$ cat src/hdl/assert_macros.svh
// Assertion macros shared by the RTL files
`ifndef ASSERT_MACROS_SVH
`define ASSERT_MACROS_SVH
// Implication checked on every clock edge, off during reset
`define ASSERT_IMPL(label, clk, rst_n, cond) \
  label: assert property (@(posedge clk) disable iff (!rst_n) (cond)) \
    else $error("assertion failed");
// Condition that must hold on every clock edge out of reset
`define ASSERT_ALWAYS(label, clk, rst_n, cond) \
  label: assert property (@(posedge clk) disable iff (!rst_n) (cond)) \
    else $error("invariant failed");
`endif

$ cat src/hdl/brdp_pkg.sv
// Package: codes and constants of the region decoder
`default_nettype none
package brdp_pkg;
  localparam logic [1:0] OP_READ  = 2'd0;
  localparam logic [1:0] OP_WRITE = 2'd1;
  localparam logic [1:0] OP_MAP   = 2'd2;

  localparam logic [2:0] KIND_ALIAS = 3'd3;
  localparam logic [2:0] KIND_MMIO  = 3'd4;
  localparam logic [2:0] KIND_MAX   = 3'd4;

  localparam logic [3:0] F_OK        = 4'd0;
  localparam logic [3:0] F_WRAP      = 4'd1;
  localparam logic [3:0] F_UNMAPPED  = 4'd2;
  localparam logic [3:0] F_CROSS     = 4'd3;
  localparam logic [3:0] F_RPROT     = 4'd4;
  localparam logic [3:0] F_WPROT     = 4'd5;
  localparam logic [3:0] F_XPROT     = 4'd6;
  localparam logic [3:0] F_LOOP      = 4'd7;
  localparam logic [3:0] F_MMIO      = 4'd8;
  localparam logic [3:0] F_BADRANGE  = 4'd9;
  localparam logic [3:0] F_OVERLAP   = 4'd10;
  localparam logic [3:0] F_FULL      = 4'd11;
  localparam logic [3:0] F_BADALIAS  = 4'd12;

  typedef struct packed {
    logic [1:0]  opcode;
    logic [31:0] address;
    logic [1:0]  access_size;
    logic        ifetch;
    logic [31:0] region_size;
    logic [2:0]  region_kind;
    logic [2:0]  region_perms;
    logic [31:0] alias_dest;
  } req_t;

  typedef struct packed {
    logic [3:0]  fault;
    logic [3:0]  region_index;
    logic [31:0] offset;
    logic [2:0]  final_kind;
  } rsp_t;
endpackage
`default_nettype wire

$ cat src/hdl/brdp_if.sv
// Valid/ready channel interfaces for request, response and configuration
`default_nettype none
interface brdp_req_if import brdp_pkg::*; ();
  logic valid;
  logic ready;
  req_t data;
  modport source (output valid, output data, input ready);
  modport sink (input valid, input data, output ready);
endinterface

interface brdp_rsp_if import brdp_pkg::*; ();
  logic valid;
  logic ready;
  rsp_t data;
  modport source (output valid, output data, input ready);
  modport sink (input valid, input data, output ready);
endinterface

interface brdp_cfg_if ();
  logic valid;
  logic ready;
  logic data;
  modport source (output valid, output data, input ready);
  modport sink (input valid, input data, output ready);
endinterface
`default_nettype wire

$ cat src/hdl/bus_region_decoder_with_protection_top.sv
// Top level: region decoder with protection checks, iterative slot scan
//
// channel  dir  payload
// req      in   opcode, address, access_size, ifetch, region_*, alias_dest
// rsp      out  fault, region_index, offset, final_kind
// cfg      in   trap_all_mmio
//
// One shared compare unit examines one table slot per cycle.
// Access: a slot scan (S_ACC) and a check (S_CHK) per lookup, up to MAX_ALIAS_DEPTH+1
// lookups, between the accept in S_IDLE and the response in S_RESP.
// Map: target scan for an alias, then overlap scan with free slot search.
// Reset clears the valid bits and the sequencer; the table holds no reset.
// A stalled response holds the block busy; no new request is taken.
`default_nettype none
`include "assert_macros.svh"
module bus_region_decoder_with_protection_top
  import brdp_pkg::*;
#(
  parameter int REGION_COUNT    = 16,
  parameter int MAX_ALIAS_DEPTH = 8
) (
  input  wire logic clk_i,
  input  wire logic rst_ni,
  brdp_req_if.sink   req,
  brdp_rsp_if.source rsp,
  brdp_cfg_if.sink   cfg
);
  localparam int SW = $clog2(REGION_COUNT);
  localparam int HW = $clog2(MAX_ALIAS_DEPTH + 1);

  localparam logic [2:0] S_IDLE = 3'd0;
  localparam logic [2:0] S_TGT  = 3'd1;
  localparam logic [2:0] S_OVL  = 3'd2;
  localparam logic [2:0] S_ACC  = 3'd3;
  localparam logic [2:0] S_CHK  = 3'd4;
  localparam logic [2:0] S_RESP = 3'd5;

  // region table
  logic [REGION_COUNT-1:0] valid_q;
  logic [31:0] base_q  [REGION_COUNT];
  logic [31:0] len_q   [REGION_COUNT];
  logic [2:0]  kind_q  [REGION_COUNT];
  logic [2:0]  perm_q  [REGION_COUNT];
  logic [31:0] abase_q [REGION_COUNT];

  logic [2:0]    state_q;
  logic [SW-1:0] slot_q;
  logic [SW:0]   hit_q;      // msb clear: found slot
  logic [HW-1:0] hops_q;
  logic          trap_q;
  req_t          r_q;
  logic [31:0]   addr_q;
  logic [31:0]   wlen_q;     // access width or mapped length
  logic [2:0]    rights_q;
  rsp_t          out_q;

  assign req.ready = (state_q == S_IDLE);
  assign cfg.ready = 1'b1;
  assign rsp.valid = (state_q == S_RESP);
  assign rsp.data  = out_q;

  // shared compare unit on the current slot
  logic [32:0] s_end, q_end, lo, hi;
  logic        s_hit, s_hold, s_ovl, last;
  logic [31:0] sbase;
  always_comb begin
    sbase  = base_q[slot_q];
    s_end  = {1'b0, sbase} + {1'b0, len_q[slot_q]};
    q_end  = {1'b0, addr_q} + {1'b0, wlen_q};
    s_hit  = valid_q[slot_q] && addr_q >= sbase && {1'b0, addr_q} < s_end;
    s_hold = addr_q >= sbase && q_end <= s_end;
    lo     = (addr_q > sbase) ? {1'b0, addr_q} : {1'b0, sbase};
    hi     = (q_end < s_end) ? q_end : s_end;
    s_ovl  = valid_q[slot_q] && lo < hi;
    last   = (slot_q == SW'(REGION_COUNT - 1));
  end

  function automatic logic span_ok(logic [31:0] b, logic [31:0] l);
    return l != 32'd0 && b <= (32'hFFFF_FFFF - (l - 32'd1));
  endfunction

  logic [31:0] off;
  assign off = addr_q - sbase;

  always_ff @(posedge clk_i or negedge rst_ni) begin
    if (!rst_ni) begin
      state_q <= S_IDLE;
      valid_q <= '0;
      trap_q  <= 1'b0;
      slot_q  <= '0;
      hit_q   <= '0;
      hops_q  <= '0;
    end else begin
      if (cfg.valid) trap_q <= cfg.data;
      case (state_q)
        S_IDLE: if (req.valid) begin
          r_q    <= req.data;
          slot_q <= '0;
          hops_q <= '0;
          hit_q  <= {1'b1, SW'(0)};
          out_q  <= '0;
          state_q <= S_RESP;
          if (req.data.opcode == OP_MAP) begin
            if (req.data.region_kind > KIND_MAX) out_q.fault <= F_BADRANGE;
            else if (req.data.region_kind == KIND_ALIAS) begin
              if (!span_ok(req.data.alias_dest, req.data.region_size))
                out_q.fault <= F_BADALIAS;
              else begin
                addr_q <= req.data.alias_dest;
                wlen_q <= req.data.region_size;
                state_q <= S_TGT;
              end
            end else if (!span_ok(req.data.address, req.data.region_size))
              out_q.fault <= F_BADRANGE;
            else begin
              rights_q <= req.data.region_perms;
              addr_q <= req.data.address;
              wlen_q <= req.data.region_size;
              state_q <= S_OVL;
            end
          end else if (req.data.opcode == OP_READ || req.data.opcode == OP_WRITE) begin
            addr_q <= req.data.address;
            wlen_q <= 32'd1 << req.data.access_size;
            state_q <= S_ACC;
          end
        end
        // find the region holding the alias target
        S_TGT: begin
          if (s_hit) begin
            if (!s_hold) begin
              out_q.fault <= F_BADALIAS;
              state_q <= S_RESP;
            end else if (!span_ok(r_q.address, r_q.region_size)) begin
              out_q.fault <= F_BADRANGE;
              state_q <= S_RESP;
            end else begin
              rights_q <= perm_q[slot_q];
              addr_q <= r_q.address;
              slot_q <= '0;
              state_q <= S_OVL;
            end
          end else if (last) begin
            out_q.fault <= F_BADALIAS;
            state_q <= S_RESP;
          end else slot_q <= slot_q + SW'(1);
        end
        // overlap scan and free slot search
        S_OVL: begin
          if (s_ovl) begin
            out_q.fault <= F_OVERLAP;
            state_q <= S_RESP;
          end else begin
            if (!valid_q[slot_q] && hit_q[SW]) hit_q <= {1'b0, slot_q};
            if (last) begin
              if (hit_q[SW] && valid_q[slot_q]) out_q.fault <= F_FULL;
              else begin : commit
                logic [SW-1:0] fs;
                fs = hit_q[SW] ? slot_q : hit_q[SW-1:0];
                valid_q[fs] <= 1'b1;
                base_q[fs]  <= r_q.address;
                len_q[fs]   <= r_q.region_size;
                kind_q[fs]  <= r_q.region_kind;
                perm_q[fs]  <= rights_q;
                abase_q[fs] <= (r_q.region_kind == KIND_ALIAS) ? r_q.alias_dest : 32'd0;
                out_q.region_index <= 4'(fs);
                out_q.final_kind <= r_q.region_kind;
              end
              state_q <= S_RESP;
            end else slot_q <= slot_q + SW'(1);
          end
        end
        // lookup of one hop
        S_ACC: begin
          if (!span_ok(addr_q, wlen_q)) begin
            out_q.fault <= F_WRAP;
            state_q <= S_RESP;
          end else if (s_hit) state_q <= S_CHK;
          else if (last) begin
            out_q.fault <= F_UNMAPPED;
            state_q <= S_RESP;
          end else slot_q <= slot_q + SW'(1);
        end
        // checks on the hit slot
        S_CHK: begin
          state_q <= S_RESP;
          if (!s_hold) out_q.fault <= F_CROSS;
          else if (r_q.opcode == OP_WRITE && !perm_q[slot_q][1]) out_q.fault <= F_WPROT;
          else if (r_q.opcode == OP_READ && !perm_q[slot_q][0]) out_q.fault <= F_RPROT;
          else if (r_q.opcode == OP_READ && r_q.ifetch && !perm_q[slot_q][2])
            out_q.fault <= F_XPROT;
          else if (kind_q[slot_q] == KIND_ALIAS) begin
            if (hops_q == HW'(MAX_ALIAS_DEPTH)) out_q.fault <= F_LOOP;
            else begin
              hops_q <= hops_q + HW'(1);
              addr_q <= abase_q[slot_q] + off;
              slot_q <= '0;
              state_q <= S_ACC;
            end
          end else if (kind_q[slot_q] == KIND_MMIO && trap_q) out_q.fault <= F_MMIO;
          else begin
            out_q.region_index <= 4'(slot_q);
            out_q.offset <= off;
            out_q.final_kind <= kind_q[slot_q];
          end
        end
        S_RESP: if (rsp.ready) state_q <= S_IDLE;
        default: state_q <= S_IDLE;
      endcase
    end
  end

  `ASSERT_IMPL(a_hops_bound, clk_i, rst_ni, hops_q <= HW'(MAX_ALIAS_DEPTH))
  `ASSERT_IMPL(a_busy, clk_i, rst_ni, !(req.ready && rsp.valid))
  `ASSERT_ALWAYS(a_ok_fields, clk_i, rst_ni,
    !(rsp.valid && rsp.data.fault != F_OK) || (rsp.data.offset == 32'd0))
endmodule
`default_nettype wire
$ cat src/flat_wrapper.sv
// flat-port wrapper written by rule: the top's interface ports become plain ports
module bus_region_decoder_with_protection_top_flat import brdp_pkg::*;
#(
  parameter int REGION_COUNT    = 16,
  parameter int MAX_ALIAS_DEPTH = 8
)
  (clk_i, rst_ni, req_valid, req_data, req_ready, rsp_valid, rsp_data, rsp_ready, cfg_valid, cfg_data, cfg_ready);
  brdp_req_if req_i ();
  brdp_rsp_if rsp_i ();
  brdp_cfg_if cfg_i ();
  input  wire logic clk_i;
  input  wire logic rst_ni;
  input wire logic [$bits(req_i.valid)-1:0] req_valid;
  input wire logic [$bits(req_i.data)-1:0] req_data;
  output wire logic [$bits(req_i.ready)-1:0] req_ready;
  output wire logic [$bits(rsp_i.valid)-1:0] rsp_valid;
  output wire logic [$bits(rsp_i.data)-1:0] rsp_data;
  input wire logic [$bits(rsp_i.ready)-1:0] rsp_ready;
  input wire logic [$bits(cfg_i.valid)-1:0] cfg_valid;
  input wire logic [$bits(cfg_i.data)-1:0] cfg_data;
  output wire logic [$bits(cfg_i.ready)-1:0] cfg_ready;
  assign req_i.valid = req_valid;
  assign req_i.data = req_data;
  assign req_ready = req_i.ready;
  assign rsp_valid = rsp_i.valid;
  assign rsp_data = rsp_i.data;
  assign rsp_i.ready = rsp_ready;
  assign cfg_i.valid = cfg_valid;
  assign cfg_i.data = cfg_data;
  assign cfg_ready = cfg_i.ready;
  bus_region_decoder_with_protection_top #(.REGION_COUNT(REGION_COUNT), .MAX_ALIAS_DEPTH(MAX_ALIAS_DEPTH)) u_core (.clk_i(clk_i), .rst_ni(rst_ni), .req(req_i), .rsp(rsp_i), .cfg(cfg_i));
endmodule
$ cat config.mk
export PLATFORM = sky130hd
export DESIGN_NAME = bus_region_decoder_with_protection_top_flat
export DESIGN_NICKNAME = d
export VERILOG_FILES = /design/src/hdl/brdp_pkg.sv /design/src/hdl/brdp_if.sv /design/src/hdl/bus_region_decoder_with_protection_top.sv /design/src/flat_wrapper.sv
export VERILOG_INCLUDE_DIRS = /design/src /design/src/hdl
export SDC_FILE = /design/constraint.sdc
export NUM_CORES = 2
export LEC_CHECK = 0
export BUFFER_PORTS_ARGS = -buffer_cell sky130_fd_sc_hd__buf_2
export CORE_MARGIN = 3
export CORE_UTILIZATION = 50
export DETAILED_ROUTE_END_ITERATION = 10
export PLACE_DENSITY_LB_ADDON = 0.25
export SKIP_CTS_REPAIR_TIMING = 1
export SYNTH_ARGS = -nofsm -noshare
export SYNTH_HDL_FRONTEND = slang
export SYNTH_SLANG_ARGS = --single-unit
$ cat constraint.sdc
create_clock -name clk_i -period 17.31 [get_ports clk_i]
set_clock_uncertainty 0.2 [all_clocks]
set_input_delay 0.8655 -clock clk_i [delete_from_list [all_inputs] [get_ports clk_i]]
set_output_delay 0.8655 -clock clk_i [all_outputs]
set_load 0.1 [all_outputs]
==> metrics <==
status completed; WS Path Type reg2reg; Nets 5630; num rows 150; final instance area 94880 sq um; largest net degree at the start of global routing 134; Pleak 31.78 nW; aggregate global-route resource usage 26.87%; GRT busiest layer met2; HPWL Detailed 153700 um; top cell type's share of synthesized area 65.32%; Crit path required time 17.59 ns; RSZ-0062 raised after global routing false; DRT iter0 DRCs 5052; synth cell count leaders edfxtp_1, mux4_2, ha_1, a21oi_1, nand2_1; drt wl/cell 30.94 um; top-level I/O count 159; Final Hold Fails 0; warnings from Yosys 0; minimum clock period after layout 13.71 ns; antenna-violating nets left 0; total CTS buffers 185; Worst R2R Setup Slack 3.60 ns; depth of the CTS H-tree 4; CP endpoint kind register; DRC violations left 0; Filler cells 12850; syn avg cell area 17.28 sq um; Synth Flop Type edfxtp_1; top-count cell post-synth edfxtp_1; CTS max path bufs 3; period utilization 79.22%; vias per inst 6.347; routing usage on met2 42.63%; CTS root buf clkbuf_16; max-cap violations 0; cell taking the most area after synthesis edfxtp_1; GR met3 Demand/Resource 4.363%; DIE AREA 174500 sq um; pwr dens 181.0 nW/um^2; CTS tree built; async set-reset flop share out of synthesis 1.758%; final-report max-slew violation count 0; Synth Net Count 5374; Worst Hold Class in2reg; Initial Utilization 50.52%; Post-DP Area 88680 sq um; first-pass GRT wire length 336200 um; Clock transition at path regs 0.06 ns; worst vdd ir 245.5 uV; synthesized area 84770 sq um; count of cell types in the netlist 84; final WL 232800 um; fmax 72.93 MHz; die span in x 417.8 um; Slew HR 16.49%; hold_ws 0.05933 ns; Worst path top cell family by delay compound AO/OA/AOI/OAI gates; slowest CP cell nor2_4; Worst EP arrival 13.99 ns; height of the chip 417.8 um; Worst Setup Start Kind register; met1 usage 36.72%; antenna violations before repair 16; EDFF count, synth 1844; final setup TNS 0 ns; Clk Latency, worst-skew pair 0.85 ns; final setup violating endpoints 0; core area 167800 sq um; crit path max fanout 133; Synth Instances 4906; clk sink count 1877; vias in the first global route 47850; Crit path buffers/inverters 4; drt pass-1 iters 5; via count 47750; Overflow after GRT 0; # port buffers 157; GP Congestion 0.9412; area grow syn2layout 11.92%; sequential-to-total area share from yosys stat 66.30%; Seq cells post-synth 1877; Worst-Margin Slew 1.244 ns; synth top area cells edfxtp_1, mux4_2, ha_1; Worst path max stage delay 0.99 ns; layout cells sized above 1 20.90%
==> flip-flops by register name (all words and copies together), names as in the netlist <==
signal and cells:
u_core.rights_q 3, u_core.abase_q 512, u_core.hops_q 4, u_core.r_q 102, u_core.kind_q 48, u_core.perm_q 48, u_core.slot_q 4, u_core.trap_q 1
u_core.base_q 512, u_core.state_q 3, u_core.addr_q 32, u_core.wlen_q 32, u_core.valid_q 16, u_core.hit_q 5, u_core.rsp.data 43, u_core.len_q 512
==> worst paths after layout <==
check / from / to / cells after the start
worst max-delay path: u_core.slot_q[1] / u_core.base_q[2][10] / 35
worst min-delay path: req_data[101] / u_core.r_q[101] / 1
worst max register to register: u_core.slot_q[1] / u_core.base_q[2][10] / 35
worst min register to register: u_core.valid_q[6] / u_core.valid_q[6] / 1
max in group asynchronous: rst_ni / u_core.slot_q[1] / 3
min in group asynchronous: rst_ni / u_core.trap_q / 3
==> layout make-up <==
type / instances / area (sq um) / area share, %
clock buffer: 225 / 4832 / 5.093
tap: 2204 / 2758 / 2.906
multi-input combinational: 2755 / 27730 / 29.22
sequential: 1877 / 56210 / 59.25
antenna: 3 / 7.507 / 0.007912
timing repair buffer: 239 / 1607 / 1.693
inverter: 104 / 390.4 / 0.4114
clock inverter: 116 / 1344 / 1.416
==> per-layer routing <==
metal  up-vias  wire length [um]
li1      20460                 -
met1     24800             93100
met2      2072            110600
met3       414             16680
met4         2             12380
met5         -                13
==> report_power, final <==
group | switching, mW | internal [mW]
Sequential | 0.249 | 5.17
Clock | 1.73 | 2.33
Combinational | 4.58 | 3.10
==> cells by family after synthesis <==
| kind of cell | synth area share (%) |
|---|---|
| and+or+nand+nor | 5.290 |
| DFF | 66.30 |
| adders and majority gates | 5.299 |
| xor gates and xnor gates | 2.035 |
| other | 0.004424 |
| buffers and inverters | 1.225 |
| muxes | 14.23 |
| AOI/OAI and AO/OA | 5.624 |
==> cells in the final DEF, fill, tap and decap left out, types with 41 or more instances in the layout <==
cell type and count:
nand4_1 46, buf_4 64, a21o_1 101, inv_1 103
o21bai_1 41, nand3_1 54, buf_2 157, xor2_1 101
a21oi_1 264, edfxtp_1 1844, clkbuf_16 187, xnor2_1 96
nor2_1 167, and2_1 95, clkinv_1 42, nand2_1 226
mux4_2 514, o21ai_0 148, nor3_1 65, ha_1 351
==> stage by stage <==
step	power, mW	instances	utilization, %	worst slack [ns]
after detailed placement	13.09	7177	52.85	3.696
final	17.17	7523	56.55	3.598
after CTS	17.18	7518	56.53	3.651
after floorplan	10.92	4906	-	2.131
after global placement	13.03	7177	52.85	3.856
after global routing	18.13	7521	56.54	2.753
(Power assumes the default switching activity.)
